<file path="config.mk">
export PLATFORM = sky130hd
export DESIGN_NAME = pcg32_lcg_bounded_random
export DESIGN_NICKNAME = d
export VERILOG_FILES = /design/src/rtl/pcgrng_pkg.sv /design/src/rtl/pcgrng_mul.sv /design/src/rtl/pcgrng_rem.sv /design/src/rtl/pcg32_lcg_bounded_random.sv
export SDC_FILE = /design/constraint.sdc
export NUM_CORES = 2
export LEC_CHECK = 0
export BUFFER_PORTS_ARGS = -buffer_cell sky130_fd_sc_hd__buf_4
export CORE_MARGIN = 4
export CORE_UTILIZATION = 35
export CTS_CLUSTER_SIZE = 25
export DETAILED_ROUTE_END_ITERATION = 12
export PLACE_DENSITY = 0.46
export SLEW_MARGIN = 30
export SYNTH_ARGS = -nofsm -noshare
export SYNTH_HDL_FRONTEND = slang
export SYNTH_SLANG_ARGS = --single-unit
</file>
<file path="constraint.sdc">
create_clock -name clk -period 23.8 [get_ports clk]
set_input_delay 3.57 -clock clk [delete_from_list [all_inputs] [get_ports clk]]
set_output_delay 3.57 -clock clk [all_outputs]
set_load 0.01 [all_outputs]
</file>
<file path="src/rtl/pcgrng_pkg.sv">
// pcgrng_pkg: constants, codes and helper functions shared by the random stream block
// no dependencies; imported by pcgrng_mul, pcgrng_rem and pcg32_lcg_bounded_random
`default_nettype none

package pcgrng_pkg;

  // generator constants
  localparam logic [63:0] PCG_MULT       = 64'd6364136223846793005;
  localparam logic [31:0] LCG_MULT       = 32'd196314165;
  localparam logic [31:0] LCG_ADD        = 32'd907633515;
  localparam logic [31:0] FRAC_MASK      = 32'h007f_ffff;
  localparam logic [63:0] PCG_STATE_INIT = 64'h853c_49e6_748f_ea9b;
  localparam logic [63:0] PCG_INC_INIT   = 64'hda3e_39cb_94b9_5bdb;

  // request codes
  localparam logic [2:0] FUNC_RESEED   = 3'd0;
  localparam logic [2:0] FUNC_RAW      = 3'd1;
  localparam logic [2:0] FUNC_URANGE   = 3'd2;
  localparam logic [2:0] FUNC_SRANGE   = 3'd3;
  localparam logic [2:0] FUNC_FRACTION = 3'd4;

  // register indexes
  localparam logic [1:0] REG_GEN_SELECT = 2'd0;
  localparam logic [1:0] REG_PCG_SEED   = 2'd1;
  localparam logic [1:0] REG_PCG_INC    = 2'd2;
  localparam logic [1:0] REG_LCG_SEED   = 2'd3;

  // sequencer states
  typedef enum logic [5:0] {
    S_IDLE  = 6'b000001,
    S_LIMIT = 6'b000010,
    S_MUL   = 6'b000100,
    S_CHECK = 6'b001000,
    S_MOD   = 6'b010000,
    S_FIN   = 6'b100000
  } seq_state_t;

  // request to the shared multiplier
  typedef struct packed {
    logic        start;
    logic [63:0] a;
    logic [63:0] b;
  } mul_req_t;

  // request to the remainder unit
  typedef struct packed {
    logic        start;
    logic [31:0] dividend;
    logic [31:0] divisor;
  } rem_req_t;

  // xsh rr output permutation of the old pcg state
  function automatic logic [31:0] pcg_output(input logic [63:0] s);
    logic [63:0] xs;
    logic [31:0] mixed;
    logic [4:0]  rot;
    logic [4:0]  rot_l;
    xs    = ((s >> 18) ^ s) >> 27;
    mixed = xs[31:0];
    rot   = s[63:59];
    rot_l = 5'(5'd0 - rot);
    return (mixed >> rot) | (mixed << rot_l);
  endfunction

endpackage

`default_nettype wire

</file>
<file path="src/rtl/pcgrng_mul.sv">
// pcgrng_mul: shared multiplier giving the low 64 bits of a 64 x 64 product
// one 32 x 32 multiplier used over four steps; depends on pcgrng_pkg
`default_nettype none

module pcgrng_mul
  import pcgrng_pkg::*;
(
  input  wire logic        clk,
  input  wire logic        rst,
  input  wire mul_req_t    req,
  output logic             done,
  output logic [63:0]      prod
);

  logic [63:0] a;
  logic [63:0] b;
  logic [1:0]  step;
  logic        busy;
  logic [63:0] pp;
  logic [63:0] acc;
  logic [31:0] ma;
  logic [31:0] mb;

  // operand halves for each partial product
  assign ma = (step == 2'd2) ? a[63:32] : a[31:0];
  assign mb = (step == 2'd1) ? b[63:32] : b[31:0];

  // control
  always_ff @(posedge clk) begin
    if (rst) begin
      busy <= 1'b0;
      done <= 1'b0;
      step <= 2'd0;
    end else begin
      done <= 1'b0;
      if (req.start) begin
        busy <= 1'b1;
        step <= 2'd0;
      end else if (busy) begin
        step <= 2'(step + 2'd1);
        if (step == 2'd3) begin
          busy <= 1'b0;
          done <= 1'b1;
        end
      end
    end
  end

  // partial product and accumulation
  always_ff @(posedge clk) begin
    if (req.start) begin
      a <= req.a;
      b <= req.b;
    end else if (busy) begin
      pp <= ma * mb;
      case (step)
        2'd1:    acc <= pp;
        2'd2:    acc[63:32] <= 32'(acc[63:32] + pp[31:0]);
        2'd3:    acc[63:32] <= 32'(acc[63:32] + pp[31:0]);
        default: acc <= acc;
      endcase
    end
  end

  assign prod = acc;

endmodule

`default_nettype wire

</file>
<file path="src/rtl/pcgrng_rem.sv">
// pcgrng_rem: 32-bit remainder unit, restoring, one quotient bit a cycle
// depends on pcgrng_pkg; divisor must be non-zero
`default_nettype none

module pcgrng_rem
  import pcgrng_pkg::*;
(
  input  wire logic        clk,
  input  wire logic        rst,
  input  wire rem_req_t    req,
  output logic             done,
  output logic [31:0]      rem
);

  logic [31:0] dvd;
  logic [31:0] dsr;
  logic [4:0]  count;
  logic        busy;
  logic [32:0] trial;
  logic [32:0] diff;

  // trial subtraction of the shifted partial remainder
  assign trial = {rem, dvd[31]};
  assign diff  = trial - {1'b0, dsr};

  // control
  always_ff @(posedge clk) begin
    if (rst) begin
      busy  <= 1'b0;
      done  <= 1'b0;
      count <= 5'd0;
    end else begin
      done <= 1'b0;
      if (req.start) begin
        busy  <= 1'b1;
        count <= 5'd31;
      end else if (busy) begin
        count <= 5'(count - 5'd1);
        if (count == 5'd0) begin
          busy <= 1'b0;
          done <= 1'b1;
        end
      end
    end
  end

  // datapath
  always_ff @(posedge clk) begin
    if (req.start) begin
      dvd <= req.dividend;
      dsr <= req.divisor;
      rem <= 32'd0;
    end else if (busy) begin
      dvd <= {dvd[30:0], 1'b0};
      if (!diff[32]) begin
        rem <= diff[31:0];
      end else begin
        rem <= trial[31:0];
      end
    end
  end

endmodule

`default_nettype wire

</file>
<file path="src/rtl/pcg32_lcg_bounded_random.sv">
// pcg32_lcg_bounded_random: random stream with pcg32 / 32-bit lcg and bounded draws
// depends on pcgrng_pkg, pcgrng_mul and pcgrng_rem

// One request item at a time: reseed, raw draw, unsigned or signed bounded
// draw, or 23-bit unit fraction. Each draw runs through one shared 32 x 32
// multiplier over four steps; bounded draws also use a one-bit-a-cycle
// remainder unit twice, once for the rejection limit and once for the final
// reduction, and a rejected draw is followed by a new draw. A finished value
// waits in the output register, so the next item is taken while it is still
// unread. Config is always ready and should only be written while no item
// is in flight.
`default_nettype none

module pcg32_lcg_bounded_random
  import pcgrng_pkg::*;
(
  input  wire logic        clk,
  input  wire logic        rst,
  // request items
  input  wire logic        in_valid,
  output logic             in_ready,
  input  wire logic [2:0]  func,
  input  wire logic [31:0] min_value,
  input  wire logic [31:0] max_value,
  // result items
  output logic             out_valid,
  input  wire logic        out_ready,
  output logic [31:0]      value,
  // register writes
  input  wire logic        cfg_valid,
  output logic             cfg_ready,
  input  wire logic [1:0]  cfg_index,
  input  wire logic [63:0] cfg_data
);

  seq_state_t  state;
  logic        gen_select;
  logic [63:0] pcg_seed_state;
  logic [63:0] pcg_increment;
  logic [31:0] lcg_seed;
  logic [63:0] pcg_state;
  logic [31:0] lcg_state;
  logic [2:0]  func_r;
  logic [31:0] base;
  logic [31:0] range;
  logic [31:0] limit;
  logic [31:0] draw_r;
  logic [31:0] result;

  logic        in_fire;
  logic [31:0] urange;
  logic [32:0] sdiff;
  logic        s_empty;
  logic [31:0] new_range;
  logic        go_bounded;
  logic [31:0] lcg_new;
  logic [63:0] pcg_new;
  logic [31:0] draw_val;
  logic        mul_done;
  logic [63:0] mul_prod;
  logic        rem_done;
  logic [31:0] rem_val;
  mul_req_t    mul_req;
  rem_req_t    rem_req;

  assign in_ready  = (state == S_IDLE);
  assign cfg_ready = 1'b1;
  assign in_fire   = in_valid && in_ready;

  // range set-up for bounded requests
  assign urange    = 32'(max_value - min_value);
  assign sdiff     = {max_value[31], max_value} - {min_value[31], min_value};
  assign s_empty   = sdiff[32] || (sdiff == 33'd0);
  assign new_range = (func == FUNC_SRANGE) ? sdiff[31:0] : urange;
  assign go_bounded = ((func == FUNC_URANGE) && (urange != 32'd0)) ||
                      ((func == FUNC_SRANGE) && !s_empty);

  // generator step from the multiplier product
  assign lcg_new  = 32'(mul_prod[31:0] + LCG_ADD);
  assign pcg_new  = 64'(mul_prod + (pcg_increment | 64'd1));
  assign draw_val = gen_select ? lcg_new : pcg_output(pcg_state);

  // multiplier request: new draw on raw or fraction, after the limit, or on rejection
  always_comb begin
    mul_req.start = 1'b0;
    mul_req.a     = gen_select ? {32'd0, lcg_state} : pcg_state;
    mul_req.b     = gen_select ? {32'd0, LCG_MULT} : PCG_MULT;
    case (state)
      S_IDLE:  mul_req.start = in_fire && ((func == FUNC_RAW) || (func == FUNC_FRACTION));
      S_LIMIT: mul_req.start = rem_done;
      S_CHECK: mul_req.start = ((func_r == FUNC_URANGE) || (func_r == FUNC_SRANGE)) &&
                               (draw_r < limit);
      default: mul_req.start = 1'b0;
    endcase
  end

  // remainder request: rejection limit at entry, final reduction after an accepted draw
  always_comb begin
    rem_req.start    = 1'b0;
    rem_req.dividend = draw_r;
    rem_req.divisor  = range;
    case (state)
      S_IDLE: begin
        rem_req.start    = in_fire && go_bounded;
        rem_req.dividend = 32'(32'd0 - new_range);
        rem_req.divisor  = new_range;
      end
      S_CHECK: begin
        rem_req.start = ((func_r == FUNC_URANGE) || (func_r == FUNC_SRANGE)) &&
                        (draw_r >= limit);
      end
      default: rem_req.start = 1'b0;
    endcase
  end

  pcgrng_mul u_mul (
    .clk  (clk),
    .rst  (rst),
    .req  (mul_req),
    .done (mul_done),
    .prod (mul_prod)
  );

  pcgrng_rem u_rem (
    .clk  (clk),
    .rst  (rst),
    .req  (rem_req),
    .done (rem_done),
    .rem  (rem_val)
  );

  // configuration registers
  always_ff @(posedge clk) begin
    if (rst) begin
      gen_select     <= 1'b0;
      pcg_seed_state <= PCG_STATE_INIT;
      pcg_increment  <= PCG_INC_INIT;
      lcg_seed       <= 32'd0;
    end else if (cfg_valid && cfg_ready) begin
      case (cfg_index)
        REG_GEN_SELECT: gen_select     <= cfg_data[0];
        REG_PCG_SEED:   pcg_seed_state <= cfg_data;
        REG_PCG_INC:    pcg_increment  <= cfg_data;
        REG_LCG_SEED:   lcg_seed       <= cfg_data[31:0];
        default:        gen_select     <= gen_select;
      endcase
    end
  end

  // generator state
  always_ff @(posedge clk) begin
    if (rst) begin
      pcg_state <= PCG_STATE_INIT;
      lcg_state <= 32'd0;
    end else if (in_fire && (func == FUNC_RESEED)) begin
      pcg_state <= pcg_seed_state;
      lcg_state <= lcg_seed;
    end else if ((state == S_MUL) && mul_done) begin
      if (gen_select) begin
        lcg_state <= lcg_new;
      end else begin
        pcg_state <= pcg_new;
      end
    end
  end

  // sequencer
  always_ff @(posedge clk) begin
    if (rst) begin
      state     <= S_IDLE;
      out_valid <= 1'b0;
    end else begin
      // output register: loads from the finish state, clears once the item is taken
      if ((state == S_FIN) && (!out_valid || out_ready)) begin
        out_valid <= 1'b1;
      end else if (out_valid && out_ready) begin
        out_valid <= 1'b0;
      end
      case (state)
        S_IDLE: begin
          if (in_fire) begin
            if (mul_req.start) begin
              state <= S_MUL;
            end else if (go_bounded) begin
              state <= S_LIMIT;
            end else begin
              state <= S_FIN;
            end
          end
        end
        S_LIMIT: begin
          if (rem_done) begin
            state <= S_MUL;
          end
        end
        S_MUL: begin
          if (mul_done) begin
            state <= S_CHECK;
          end
        end
        S_CHECK: begin
          if (mul_req.start) begin
            state <= S_MUL;
          end else if (rem_req.start) begin
            state <= S_MOD;
          end else begin
            state <= S_FIN;
          end
        end
        S_MOD: begin
          if (rem_done) begin
            state <= S_FIN;
          end
        end
        S_FIN: begin
          if (!out_valid || out_ready) begin
            state <= S_IDLE;
          end
        end
        default: state <= S_IDLE;
      endcase
    end
  end

  // item payload and working registers
  always_ff @(posedge clk) begin
    case (state)
      S_IDLE: begin
        if (in_fire) begin
          func_r <= func;
          base   <= min_value;
          range  <= new_range;
          // result for items that finish without a draw
          if ((func == FUNC_URANGE) || (func == FUNC_SRANGE)) begin
            result <= min_value;
          end else begin
            result <= 32'd0;
          end
        end
      end
      S_LIMIT: begin
        if (rem_done) begin
          limit <= rem_val;
        end
      end
      S_MUL: begin
        if (mul_done) begin
          draw_r <= draw_val;
        end
      end
      S_CHECK: begin
        if (func_r == FUNC_FRACTION) begin
          result <= draw_r & FRAC_MASK;
        end else begin
          result <= draw_r;
        end
      end
      S_MOD: begin
        if (rem_done) begin
          result <= 32'(base + rem_val);
        end
      end
      S_FIN: begin
        if (!out_valid || out_ready) begin
          value <= result;
        end
      end
      default: result <= result;
    endcase
  end

endmodule

`default_nettype wire
</file>
# Yosys cells after proc, flatten, opt, wreduce, memory -nomap -nowiden

Index checks and enable logic that the tools add are counted.

$add $sub $neg: 11
Multiply operators: 1
Order comparisons: 2
Equality and inequality tests: 25
Shift operators: 2
Multiplexer cells: 46
Bitwise operators: 5
Reductions and logical operators: 49

Operators by type and width:

| cell                                              | number |
|---|---|
| 2-to-1 mux 32 bit                                 | 15 |
| 2-to-1 mux 64 bit                                 | 4 |
| one-hot mux 32 bit (3 select lines)               | 1 |
| adder 32 bit                                      | 2 |
| adder 64 bit                                      | 1 |
| multiplier 32 x 32 -> 64 bit                      | 1 |
| one-hot mux 32 bit (2 select lines)               | 1 |
| 2-to-1 mux 63 bit                                 | 1 |
| bitwise XOR 46 x 59 -> 59 bit                     | 1 |
| 2-to-1 mux 6 bit                                  | 9 |
| one-hot mux 6 bit (6 select lines)                | 1 |
| zero test 33 bit                                  | 1 |
| subtractor 32 x 32 -> 33 bit                      | 1 |
| subtractor 33 x 32 -> 33 bit                      | 1 |
| adder 32 x 30 -> 32 bit, second input constant    | 1 |
| greater-or-equal comparator 32 bit                | 1 |
| less-than comparator 32 bit                       | 1 |
| OR 32 bit                                         | 1 |
| nonzero test 32 bit                               | 1 |
| left shift 32 x 5 -> 32 bit                       | 1 |
| >> shifter 32 x 5 -> 32 bit                       | 1 |
| subtractor 1 x 32 -> 32 bit, first input constant | 1 |
| subtractor 32 bit                                 | 1 |
| AND reduction 2 bit                               | 11 |
| other kinds (32)                                  | 81 |

Flip-flop bits (word level): 822
Output and inout port bits: 35
Logic and storage cells: 171

# Depth between registers and ports, before layout

Depth after elaboration: 11
Depth in mapped cells: 38
Mapped depth without buffers: 36

# Hierarchy

A second synthesis with hierarchy kept.

Cells, all modules: 8498
Area, all modules: 78696.7 um^2

Modules (own cells, without submodules):

| module                   | times used | cells an instance | area each (um^2) | seq. area each (um^2) |
|---|---|---|---|---|
| pcgrng_mul               | 1          | 4339              | 42912.4          | 7767.4 |
| pcg32_lcg_bounded_random | 1          | 3600              | 29945.0          | 11120.7 |
| pcgrng_rem               | 1          | 559               | 5839.4           | 2702.6 |

# Worst setup path before layout

OpenSTA, ideal clock, no wires.

Path type: flip-flop to flip-flop
Start point: register u_mul.step[0]
End point: register u_mul.pp[57] (data pin)
Setup time: 0.260 ns
Data arrival time: 9.171 ns
Required time: 23.540 ns
Slack: 14.369 ns
Cell stages (with the launch flop): 35
Path buffers: 3
Clock period less this slack: 9.431 ns
Cells stage by stage: dfxtp_1 > inv_1 > ha_1 > buf_1 > clkbuf_1 > buf_1 > mux2i_1 > nor2_1 > nor2_1 > fa_1 > inv_1 > fa_1 > fa_1 > inv_1 > fa_1 > inv_1 > fa_1 > fa_1 > fa_1 > inv_1 > fa_1 > inv_1 > ha_1 > a21oi_1 > o21ai_0 > a21o_1 > a21o_1 > a21oi_1 > o21ai_0 > a31oi_1 > o21ai_0 > a31oi_1 > o21ai_0 > a21boi_0 > xnor2_1

Longest elaborated chain between the ends: 3
Elaborated cells between the ends (all ways): 5
Classes of those cells: 1 x mul; 2 x eq/ne; 2 x mux

Ends and longest elaborated chain:

| element                                                        | line                               | source |
|---|---|---|
| from (decl)                                                    | pcgrng_mul.sv:17                   | `logic [1:0] step;` |
| from (signal assigned)                                         | pcgrng_mul.sv:40                   | `step <= 2'(step + 2'd1);` |
| == test 2 bit / == test 2 x 1 -> 1 bit (equally long branches) | pcgrng_mul.sv:25, pcgrng_mul.sv:26 |  |
| 2-to-1 mux 32 bit, on equally long branches                    | pcgrng_mul.sv:25, pcgrng_mul.sv:26 |  |
| multiplier 32 x 32 -> 64 bit (*)                               | pcgrng_mul.sv:55                   | `pp <= ma * mb;` |
| to (signal assigned)                                           | pcgrng_mul.sv:55                   |  |
| to (decl)                                                      | pcgrng_mul.sv:19                   | `logic [63:0] pp;` |

Every way passes the cells marked *; elsewhere a longest branch is shown, timed or not.
A chain may end at the register's enable or synchronous reset.

# Worst setup path after layout

Start point: register u_mul.step[1]
End point: register u_mul.pp[57] (data pin)

Same word-level chain as after synthesis.

==> flow_summary_export.csv <==
group,metric,value,unit
clocking,cts_resized,0,
worst_setup_path,cp_data_arrival_time,10.97,ns
timing,timing.hold.ws,0.4183,ns
clocking,path_clk_slew,0.07,ns
timing,hold_viol_final,0,
floorplan,core,197400,um2
synth,synth_edf_count,453,
synth,synth_top_cell_by_area,"edfxtp_1",
synth,netlist_instances,7261,
grt,grt_overflow,0,
worst_setup_path,critPathSlowestCell,"a21oi_1",
synth,synthTopCellsByArea,"edfxtp_1, fa_1, ha_1",
grt,grt_max_degree,188,
floorplan,dieHeight,453.6,um
clocking,holdBufCountCts,0,
synth,yosysTopAreaCellShare,19.57,%
grt,grt.total_usage,24.76,%
timing,finalMaxSlewViolations,0,
synth,synth.net_count,8707,
drt,drt_iter0_drc,4540,
worst_setup_path,r2r_cells,29,
worst_setup_path,worstSetupStartpoint,"u_mul.step[1]",
worst_setup_path,r2r_end,"u_mul.pp[57]",
timing,fmax,95.18,MHz
grt,grt_pass1_wl,375100,um
floorplan,rows,163,
synth,ys_ff_latch,759,
clocking,htreeDepth,3,
drt,antenna_left,0,
cells_and_area,synthToLayoutAreaGrowth,10.73,%
worst_setup_path,crit_top_cell,"fa_1",
worst_setup_path,worstReg2RegStart,"u_mul.step[1]",
worst_setup_path,slowest_delay,0.94,ns
synth,synth_ff_type,"edfxtp_1",
grt,grt_pass1_vias,54594,
synth,ys_seq_area_share,28.39,%
worst_setup_path,critPathTopFamily,"adder cells",
flow_run,cap_violations,0,
cells_and_area,nNetsFinal,8764,
worst_setup_path,critical_path_class,"reg2reg",
drt,wirelength,258000,um
clocking,cts_tree,"yes",
worst_setup_path,cp-end-kind,"flop",
synth,syn_area_per_cell,9.572,um2
clocking,numCtsBuffers,87,
worst_setup_path,path_max_fanout,36,
grt,antenna_found_initial,11,
placed_design,place_ws,13.51,ns
floorplan,ioPinCount,173,
synth,netlist_area,69500,um2
clocking,cts.sinks,759,
timing,finalSetupViolCount,0,
worst_setup_path,regToRegSetupSlack,13.29,ns
clocking,clockRootBuffer,"clkbuf_16",
synth,synthArstFlopShare,0,%
timing,period_share,44.15,%
drt,vias,53614,
worst_setup_path,critical_path_required,24.26,ns
timing,setup_tns,0,ns
timing,grt_setup_unrepaired,"no",
clocking,post-cts-setup-buffers,0,
status,status,"finished clean",
clocking,clk_latency,0.73,ns
timing,period_needed,10.51,ns
clocking,cts_max_path_buffers,3,
worst_setup_path,cp-endpoint,"u_mul.pp[57]",
drt,drt_drc_violations_left,0,
floorplan,die_w,453.6,um
placed_design,gp_congestion,0.9775,
timing,worst_clock_skew,0.04648,ns
floorplan,start_util,35.20,%
cells_and_area,drive_gt1_share,8.092,%
synth,ys_warn_count,0,
timing,slew_headroom,31.91,%
timing,fin_ws,13.29,ns
worst_setup_path,crit_buf_inv,4,
floorplan,die_area,205800,um2
drt,viasPerCell,5.344,
hold_path,min_path_type,"reg2reg",
timing,worst_slew_pin_slew,1.018,ns
placed_design,dpl.hpwl,209800,um
synth,synth_cell_types,95,
worst_setup_path,cp-start-kind,"flop",
drt,wl_per_cell,25.72,um
placed_design,port_buffers,171,
worst_setup_path,worst-path-stages,29,
drt,dr.pass1.iters,5,
[final cells by class]
| cell class | instances | area, um2 |
|---|---|---|
| Fill cell | 20046 | 120500 |
| Multi-Input combinational cell | 5242 | 45180 |
| Sequential cell | 759 | 19730 |
| Inverter | 964 | 3620 |
| Tap cell | 2640 | 3303 |
| Clock buffer | 116 | 2454 |
| Timing Repair Buffer | 264 | 2037 |
| Clock inverter | 45 | 620.6 |
| Antenna cell | 3 | 7.507 |
[worst min path at each step]
stage,startpoint,endpoint,slack (ns),cells after the start
detailed placement,result[18],value[18],0.40,0
finish,result[18],value[18],0.42,0
global route,result[31],value[31],0.42,0
CTS,result[18],value[18],0.42,0
global placement,result[17],value[17],0.40,0
floorplan,result[0],value[0],0.40,0
[cell families (layout without fill, tap and decap cells)]
group	count (synthesis)	count (layout)	synth area share [%]
flip-flops	759	759	28.39
other	1	4	0.005396
AND/OR/NAND/NOR	1859	1859	12.08
XOR/XNOR	317	317	4.006
adder cells (fa/ha/maj)	1308	1308	30.87
multiplexers	220	220	3.754
AO/OA/AOI/OAI	1537	1537	14.03
buffers and inverters	1260	1389	6.859
[synth_stat cells, types with 108 or more instances]
master,count
o21ai_0,300
nor2_1,538
xor2_1,119
dfxtp_1,306
nand2_1,778
xnor2_1,197
edfxtp_1,453
a21oi_1,532
ha_1,630
inv_1,957
clkbuf_1,264
a21o_1,194
fa_1,678
mux2i_1,108
[layout by cell type (no fill, tap or decap), types with 60 or more instances in the layout]
master     instances
inv_1            955
nand2_1          776
fa_1             678
ha_1             629
a21oi_1          531
nor2_1           529
edfxtp_1         453
dfxtp_1          304
o21ai_0          300
buf_4            259
a21o_1           194
xnor2_1          193
xor2_1           118
mux2i_1          106
clkbuf_16         92
nor2b_1           84
nand3b_1          80
nor3_1            70
mux2_2            70
a221oi_1          65
a22oi_1           63
nand3_1           60
[sequential cells by signal (all words and copies together) (netlist names), 5 cells and up]
register and count:
u_rem.dsr 32, result 32, u_mul.prod 64, limit 32, lcg_seed 32, lcg_state 32
value 32, u_mul.pp 64, pcg_state 64, pcg_increment 63, base 32, range 32
pcg_seed_state 64, state 6, u_rem.rem 32, u_rem.count 5, draw_r 32, u_mul.a 64
u_rem.dvd 32
[stage by stage]
step,util (%),std cells,instance area [um2]
2_1_floorplan,-,7261,69500
3_3_place_gp,37.39,9868,73820
3_5_place_dp,37.40,9868,73830
4_1_cts,38.96,10029,76910
5_1_grt,38.98,10030,76950
6_report,38.98,10033,76950
[layer usage]
| metal | global-route usage [%] | vias up | share of wire [%] |
|---|---|---|---|
| met4 | 7.777 | 2 | 3.7 |
| met2 | 41.85 | 1566 | 48 |
| met3 | 3.710 | 360 | 5.4 |
| met1 | 32.66 | 26859 | 43 |
| met5 | 0 | - | 0.0050 |
| li1 | - | 24827 | - |
Power is not shown: default switching activity piles up to over one toggle a cycle in this logic, so the estimate is an artifact.
